[config.mk]
export PLATFORM = sky130hd
export DESIGN_NAME = asbe_front
export DESIGN_NICKNAME = d
export VERILOG_FILES = /design/src/rtl/asbe_pkg.sv /design/src/rtl/asbe_front.sv
export SDC_FILE = /design/constraint.sdc
export NUM_CORES = 1
export LEC_CHECK = 0
export BUFFER_PORTS_ARGS = -buffer_cell sky130_fd_sc_hd__buf_4
export CORE_MARGIN = 3
export CORE_UTILIZATION = 56
export CTS_CLUSTER_DIAMETER = 200
export DETAILED_ROUTE_END_ITERATION = 8
export PLACE_DENSITY = 0.84
export SYNTH_ARGS = -nofsm -noshare
export SYNTH_HDL_FRONTEND = slang
export SYNTH_SLANG_ARGS = --single-unit
export TNS_END_PERCENT = 1
[constraint.sdc]
create_clock -name clk -period 8.5 [get_ports clk]
set_input_delay 2.55 -clock clk [delete_from_list [all_inputs] [get_ports clk]]
set_output_delay 2.55 -clock clk [all_outputs]
set_load 0.05 [all_outputs]
[src/rtl/asbe_pkg.sv]
package asbe_pkg;

	localparam int DEPTH_DEF = 256;
	localparam int DATA_WIDTH_DEF = 32;

	localparam logic [3:0] REQ_PUSH = 4'd0;
	localparam logic [3:0] REQ_POP = 4'd1;
	localparam logic [3:0] REQ_TOP = 4'd2;
	localparam logic [3:0] REQ_GET = 4'd3;
	localparam logic [3:0] REQ_PUT = 4'd4;
	localparam logic [3:0] REQ_SWAP = 4'd5;
	localparam logic [3:0] REQ_REMOVE_AT = 4'd6;
	localparam logic [3:0] REQ_CONTAINS = 4'd7;
	localparam logic [3:0] REQ_REMOVE_VALUE = 4'd8;

	localparam logic [2:0] ST_OK = 3'd0;
	localparam logic [2:0] ST_EMPTY = 3'd1;
	localparam logic [2:0] ST_RANGE = 3'd2;
	localparam logic [2:0] ST_FULL = 3'd3;
	localparam logic [2:0] ST_NOTFOUND = 3'd4;

	typedef struct packed {
		logic [3:0] req_type;
		logic [7:0] index_a;
		logic [7:0] index_b;
		logic [31:0] value;
	} req_t;

	typedef struct packed {
		logic [31:0] read_data;
		logic found;
		logic [2:0] status;
		logic [8:0] count;
	} rsp_t;

endpackage

[src/rtl/asbe_front.sv]
module asbe_front (
	input logic clk,
	input logic arst_n,
	input logic req_valid,
	output logic req_ready,
	input asbe_pkg::req_t req,
	output logic q_valid,
	input logic q_ready,
	output asbe_pkg::req_t q_data
);
	// two-entry queue toward the executor
	asbe_pkg::req_t buf_q [2];
	logic [1:0] fill_q;
	logic wp_q, rp_q;
	logic push, pop;

	assign req_ready = (fill_q != 2'd2);
	assign q_valid = (fill_q != 2'd0);
	assign q_data = buf_q[rp_q];
	assign push = req_valid && req_ready;
	assign pop = q_valid && q_ready;

	always_ff @(posedge clk) begin
		if (push) begin
			buf_q[wp_q] <= req;
		end
	end

	always_ff @(posedge clk or negedge arst_n) begin
		if (!arst_n) begin
			fill_q <= 2'd0;
			wp_q <= 1'b0;
			rp_q <= 1'b0;
		end else begin
			if (push) wp_q <= ~wp_q;
			if (pop) rp_q <= ~rp_q;
			fill_q <= fill_q + {1'b0, push} - {1'b0, pop};
		end
	end

	a_fill_bound: assert property (@(posedge clk) disable iff (!arst_n) fill_q <= 2'd2)
		else $error("queue fill overflow");
	a_no_over: assert property (@(posedge clk) disable iff (!arst_n)
		(fill_q == 2'd2 && !pop) |=> fill_q == 2'd2)
		else $error("queue lost an entry");
	a_head_hold: assert property (@(posedge clk) disable iff (!arst_n)
		(q_valid && !q_ready) |=> q_valid && $stable(q_data))
		else $error("queue head changed while stalled");
endmodule

; ---- Word-level counts from Yosys, hierarchy flattened
; Memory sizes are Yosys's and may differ from the RTL's.
; Index checks and enable logic that the tools add are counted.
[op_classes]
n_addsub = 2
n_eq_ne = 1
mux = 2
n_bitwise = 2
reduce_logical = 3
[op_table]
columns = cell, n
row1 = 2-bit by 1-bit adder with 2-bit output, 1
row2 = 1-bit logical AND, 2
row3 = 1-bit 2-to-1 mux, 2
row4 = 2-bit inequality test (second input constant), 1
row5 = 1-bit NOT, 2
row6 = 2-bit nonzero test, 1
row7 = 2-bit by 1-bit subtractor with 2-bit output, 1
[word_totals]
regBits = 4
ramBits = 104
input_bits = 56
wordCells = 14
memories = 1
[mem_list]
columns = name, words, word_bits, rd, rd_clocked_by_memory_dff, write_ports, line
row1 = buf_q, 2, 52, 1, 0, 1, asbe_front.sv:12  ; asbe_pkg::req_t buf_q [2];

; ---- Depth between registers and ports, before layout
; Gate-level depths: netlist of the first run.
[logic_depth]
word_depth = 4
ltp_mapped = 7

; ---- Worst setup path before layout of the first run
; OpenSTA, ideal clock, no wires.
[synth_path]
kind = input-to-reg
from = input port req_valid
to = memory buf_q[0][0] in the netlist's numbering, enable pin
setup_ns = 0.462
t_arrival_ns = 4.849
t_required_ns = 8.038
path_slack_ns = 3.189
path_stages = 2
path_cell_list = nand2_1 nor2_1
[synth_via]
elab_chain_len = 3
[synth_rtl]
columns = item, line
row1 = "start, declared", asbe_front.sv:4  ; input logic req_valid,
row2 = 1-bit logical AND, asbe_front.sv:20  ; assign push = req_valid && req_ready;
row3 = 1-bit 2-to-1 mux, asbe_front.sv:24  ; if (push) begin
row4 = 1-bit 2-to-1 mux (not written as such), asbe_front.sv:25  ; buf_q[wp_q] <= req;
row5 = "end, declared", asbe_front.sv:12
; Every way passes these cells.

==> reports/metrics.csv, run 1 <==
metric,value,unit
synthesized net count,237,
Post-Syn Instances,179,
first-pass GRT wire length,11000,microns
Synth cell types,15,
Max VDD drop,0.381,mV
vias in the first global route,2178,
Top Family by Delay on Critical Path,flip-flops,
final setup fails,0,
Initial DRC Count,83,
CTS resizes,0,
total negative slack,0,ns
Tmin final,4.64,ns
Syn-to-layout area delta,25.8,%
fin. max-slew vios,0,
"Seq/Total Area, Yosys",77.5,%
hold buffer count at CTS,0,
Die H,92.2,microns
Mean Syn Cell Area,23.2,sq um
slowest cell on the critical path,dfrtp_4,
GRT overflow,0,
Static Leak,0.00210,uW
WL final,6970,microns
post-synth top area share,75.1,%
DR DRC count,0,
Final period util,54.6,%
I/O Buffers,109,
Die W,92.2,microns
CTS HTree Levels,3,
largest cells by area after synthesis,"edfxtp_1 75%, mux2_4 18%, dfrtp_1 2.4%",
die area,0.00850,sq mm
Fin Hold WS,0.527,ns
Multi-input gate area,873,sq um
Routability Congestion,0.672,
antenna-violating nets left,0,
via count,2002,
Final Cell Area,0.00523,sq mm
I/O pin count,110,
Post-Place Cell Area,0.00506,sq mm
drt via density,5.06,
CP bufs+invs,1,
largest net degree at the start of global routing,54,
dpl ws,4.27,ns
Layout Utilization,74.9,%
worst hold path class,flop to flop,
Max-cap violations,0,
Rows,30,
TritonCTS Sinks,108,
post-DP HPWL,4710,microns
Clock Latency Late Sink,0.35,ns
GR Util All Layers,17.2,%
post-CTS setup buffers,0,
Worst setup EP type,output port,
fill count,456,
share of layout cells above drive strength 1,61.0,%
DRT Pass-1 Iters,4,
core footprint,0.00698,sq mm
"Max FO, Critical Path",53,
CTS buffer count,9,
CTS tree,built,
max incr delay on CP,1.06,ns
max frequency,215,MHz
Root Buffer,clkbuf_8,
initial antenna violation count,0,
buffer depth of the longest clock path,2,
Synth area leader,edfxtp_1,
crit path cell chain,"mux2_2, buf_4",
unrepaired setup endpoints after global routing,false,
Final Hold Vio Count,0,
clk_skew,0.00672,ns
Post-Syn Area,0.00416,sq mm
critical path arrival,2.09,ns
Worst-Margin Slew,0.979,ns
Critical Path Start Type,flop,
critical path required time,5.95,ns
WS Path Type,flop to output port,
n_diodes,0,
"Reg clk slew, reported paths",0.10,ns
FF+latch area,0.00323,sq mm
Initial Util,59.6,%
nets,353,
yosys warns,0,
setup ws final,3.86,ns
WL/cell,17.6,microns
Seq cells post-synth,108,
PwrDens,393,mW/mm^2
Slew headroom,34.7,%
status,finished clean,
[report_power, final]
group	switching (uW)	internal [uW]	leakage (uW)
Combinational	582	370	0.000998
Sequential	100	729	0.00101
Clock	164	108	0.0000902
Total	846	1210	0.00210
[synthesized netlist by cell type (all sizes together)]
cell type / count
and2: 1
and3: 1
buf: 6
dfrtp: 4
edfxtp: 104
ha: 2
inv: 1
mux2: 52
nand2: 1
nand2b: 1
nor2: 1
or2: 1
xnor2: 3
xor2: 1
[through the flow]
step / power (uW) / instances
after global routing: 2140 / 396
final: 2050 / 396
after floorplan: 1570 / 179
after CTS: 2080 / 396
after global placement: 1790 / 380
after detailed placement: 1800 / 380
[registers in the layout, summed over array words and instances, names as in the netlist]
signal  cells
buf_q     104
fill_q      2
rp_q        1
wp_q        1
[layer usage]
layer  share of wire [%]  GRT usage, %  vias up
li1                    -             -      928
met1                  37          19.2      994
met2                  54          30.4       73
met3                 7.7          7.30        7
met4                0.98          4.08        0
met5                   0             0        -
[final timing paths]
path	startpoint	to	slack [ns]	depth (start not counted)
worst max-delay path	rp_q$_DFFE_PN0P_	q_data[1]	3.86	2
worst min-delay path	fill_q[0]$_DFF_PN0_	fill_q[0]$_DFF_PN0_	0.53	1
worst max register to register	fill_q[1]$_DFF_PN0_	buf_q[1][15]$_DFFE_PP_	6.57	3
worst min register to register	fill_q[0]$_DFF_PN0_	fill_q[0]$_DFF_PN0_	0.53	1
max in group asynchronous	arst_n	rp_q$_DFFE_PN0P_	6.41	1
min in group asynchronous	arst_n	fill_q[0]$_DFF_PN0_	1.97	1
[cell usage in the layout (no fill, tap or decap), drive strengths merged]
cell	synthesis	final
ha	2	2
nor2	1	1
buf	6	111
mux2	52	52
and2	1	1
or2	1	1
nand2	1	1
clkinvlp	0	1
and3	1	1
xnor2	3	3
edfxtp	104	104
clkbuf	0	9
dfrtp	4	4
xor2	1	1
clkinv	0	3
nand2b	1	1
inv	1	4
[cells by family (layout without fill, tap and decap cells)]
| logic type | count (synthesis) | after routing | share of synthesized area, % |
|---|---|---|---|
| mux | 52 | 52 | 18.5 |
| fa+ha+maj | 2 | 2 | 0.602 |
| xor+xnor | 4 | 4 | 0.843 |
| simple gates | 6 | 6 | 0.843 |
| buf+inv | 7 | 128 | 1.71 |
| flops | 108 | 108 | 77.5 |
[area by class of cell]
type	instances	share of cell area (%)
repair buffers	111	15.9
multi-input cells	64	16.7
clock inverters	7	0.933
clock buffers	9	2.37
well taps	96	2.30
inverters	1	0.0718
flip-flops and latches	108	61.7
No activity file was read; power rests on OpenSTA's default activity.
==> inputs of run 2 (changes only) <==
CORE_UTILIZATION = 47   (was 56)
PLACE_DENSITY = 0.75   (was 0.84)
clock period = 4.09 ns   (was 8.5 ns; I/O delays follow)
==> run 2 against run 1 <==
Net effect:
- global-route usage down 3.0 points
- final cell count up 2.5%
- register-to-register slack worse by 4.4 ns
- flip-flop and latch count unchanged
- clock skew up 0.0028 ns
- critical endpoint is now q_data[41]
- sequential share of layout area down 1.1 points
- worst hold slack better by 0.013 ns
- non-clock buffer count up 2
- critical path type unchanged
- highest routed layer unchanged
- die area up 18%
==> reports/metrics.csv, run 2 (synthesis gave the netlist of run 1 again) <==
metric,value,unit,change
number of flip-flops in the largest register,104,,unchanged
Largest regs,"buf_q: 104 flops, fill_q: 2 flops",,
Slew headroom,48.5,%,+14 points
"most common cell after layout, fill and taps aside",buf_4,,
Routability Congestion,0.680,,+1.1%
flop2flop setup slack,2.17,ns,-4.40 ns
Layout Utilization,63.2,%,-12 points
met1 global-route usage,16.5,%,-2.7 points
worst hold path cell count,1,,unchanged
Tmin final,3.29,ns,
post-DP HPWL,4740,microns,+0.61%
Syn-to-layout area delta,27.9,%,
critical path arrival,2.06,ns,-0.03 ns
Max VDD drop,0.733,mV,+92%
CTS HTree Levels,3,,unchanged
hold buffer count at CTS,0,,unchanged
Reg2Reg Depth,4,,+1
CTS resizes,0,,unchanged
crit-path most repeated cell,buf_4,,
I/O Buffers,109,,unchanged
P_sw,1750,uW,+110%
largest net degree at the start of global routing,38,,-30%
placed cells,391,,+2.9%
max incr delay on CP,0.87,ns,-0.19 ns
antenna-violating nets left,0,,unchanged
Comb power frac,46.4,%,about the same
Clk network pwr share,15.5,%,+2.2 points
post-CTS setup buffers,0,,unchanged
Final Cell Area,0.00532,sq mm,+1.7%
min-delay src,fill_q[0]$_DFF_PN0_,,
Sequential Power Share,38.1,%,-2.3 points
share of layout cells above drive strength 1,61.1,%,+0.13 points
I/O pin count,110,,unchanged
drt via density,4.92,,-2.7%
unrepaired setup endpoints after global routing,false,,
GR Util met2,24.2,%,-6.2 points
initial antenna violation count,0,,unchanged
most flop-heavy register,buf_q,,
RR Startpoint,fill_q[1]$_DFF_PN0_,,
CTS buffer count,9,,unchanged
slowest cell on the critical path,dfrtp_4,,
DRT Pass-1 Iters,4,,unchanged
crit path cell chain,"buf_4, mux2_4, buf_4",,
Post-Place Cell Area,0.00511,sq mm,+1.0%
GRT overflow,0,,unchanged
nets,355,,+0.57%
GR Util All Layers,14.2,%,-3.0 points
Critical Path Start Type,flop,,
worst hold path class,flop to flop,,
Rows,33,,+10%
Root Buffer,clkbuf_8,,
max frequency,304,MHz,
DR DRC count,0,,unchanged
"Reg clk slew, reported paths",0.09,ns,about the same
Worst-Margin Slew,0.770,ns,-0.209 ns
hold path endpoint,fill_q[0]$_DFF_PN0_,,
first-pass GRT wire length,10500,microns,-3.8%
Final period util,80.4,%,
critical path required time,2.86,ns,-3.09 ns
setup ws final,0.802,ns,-3.06 ns
vias in the first global route,2180,,+0.092%
most frequent cells in the layout,"111 x buf_4, 104 x edfxtp_1, 49 x mux2_4, 9 x clkbuf_8",,
Max-cap violations,0,,unchanged
Most Crowded Layer GR,met2,,
TritonCTS Sinks,108,,unchanged
Initial DRC Count,32,,-61%
final setup fails,0,,unchanged
switching fraction of total power,39.8,%,-1.3 points
core footprint,0.00842,sq mm,+21%
total negative slack,0,ns,unchanged
WS Path Type,flop to output port,,
n_diodes,0,,unchanged
status,finished clean,,
Initial Util,49.4,%,-10 points
P_int,2650,uW,+120%
Worst setup EP type,output port,,
dpl ws,1.14,ns,-3.13 ns
GR Util met3,3.20,%,-4.1 points
Final Hold Vio Count,0,,unchanged
"Max FO, Critical Path",37,,-30%
via count,1997,,-0.25%
PwrDens,827,mW/mm^2,+110%
Static Leak,0.00213,uW,+1.3%
reg2reg end,buf_q[0][31]$_DFFE_PP_,,
buffer depth of the longest clock path,2,,unchanged
CTS tree,built,,
Die H,100,microns,+8.6%
WL final,6880,microns,-1.4%
"non-filler cells, final",406,,+2.5%
Clock Latency Late Sink,0.35,ns,about the same
Die W,100,microns,+8.6%
WL/cell,16.9,microns,-3.8%
clk_skew,0.00954,ns,+0.00281 ns
die area,0.0100,sq mm,+18%
fin. max-slew vios,0,,unchanged
[run 2: changes by cell type in the layout (fill, tap and decap cells not counted)]
| cell | before | now |
|---|---|---|
| buf_12 | 0 | 2 |
| inv_6 | 3 | 1 |
| bufinv_16 | 0 | 2 |
| clkinv_2 | 3 | 1 |
| clkinvlp_4 | 1 | 2 |
[run 2: worst max path at each step]
stage                     start                     to  slack, ns  depth (start not counted)
4_1_cts        rp_q$_DFFE_PN0P_             q_data[40]       0.74                          3
6_report       rp_q$_DFFE_PN0P_             q_data[41]       0.80                          3
3_3_place_gp   rp_q$_DFFE_PN0P_             q_data[41]       1.14                          3
3_5_place_dp   rp_q$_DFFE_PN0P_             q_data[40]       1.14                          3
2_1_floorplan         req_valid  buf_q[0][0]$_DFFE_PP_       0.10                          2
5_1_grt        rp_q$_DFFE_PN0P_             q_data[46]       0.68                          3
[run 2: final cells by class]
cell class / count / area [sq um]
flip-flops and latches: 108 / 3230
multi-input cells: 64 / 873
inverters: 1 / 3.75
clock buffers: 9 / 124
well taps: 105 / 131
repair buffers: 113 / 873
fillers: 604 / 3100
clock inverters: 6 / 88.8
[run 2: worst max-delay path, delay by kind of cell, from the launching register on]
kind / cells / cell delay, ns
muxes: 1 / 0.32
buffers and inverters: 2 / 0.52
DFF: 1 / 0.87
[run 2: power by group through the flow]
stage | Combinational [uW] | Sequential, uW | Clock [uW]
CTS | 2070 | 1690 | 698
global route | 2130 | 1710 | 752
floorplan | 1660 | 1600 | 0
global placement | 2040 | 1700 | 0
finish | 2040 | 1680 | 682
detailed placement | 2070 | 1710 | 0
[run 2: through the flow]
stage | hold slack, ns | power (uW)
finish | 0.540 | 4400
global route | 0.574 | 4590
floorplan | 0.461 | 3260
detailed placement | 0.532 | 3780
CTS | 0.554 | 4450
global placement | 0.495 | 3740
[run 2: per-layer routing]
layer	wire length, microns	up-vias	part of all wire, %
li1	-	928	-
met1	2660	982	39
met2	3580	73	52
met3	445	14	6.5
met4	198	0	2.9
met5	0	-	0
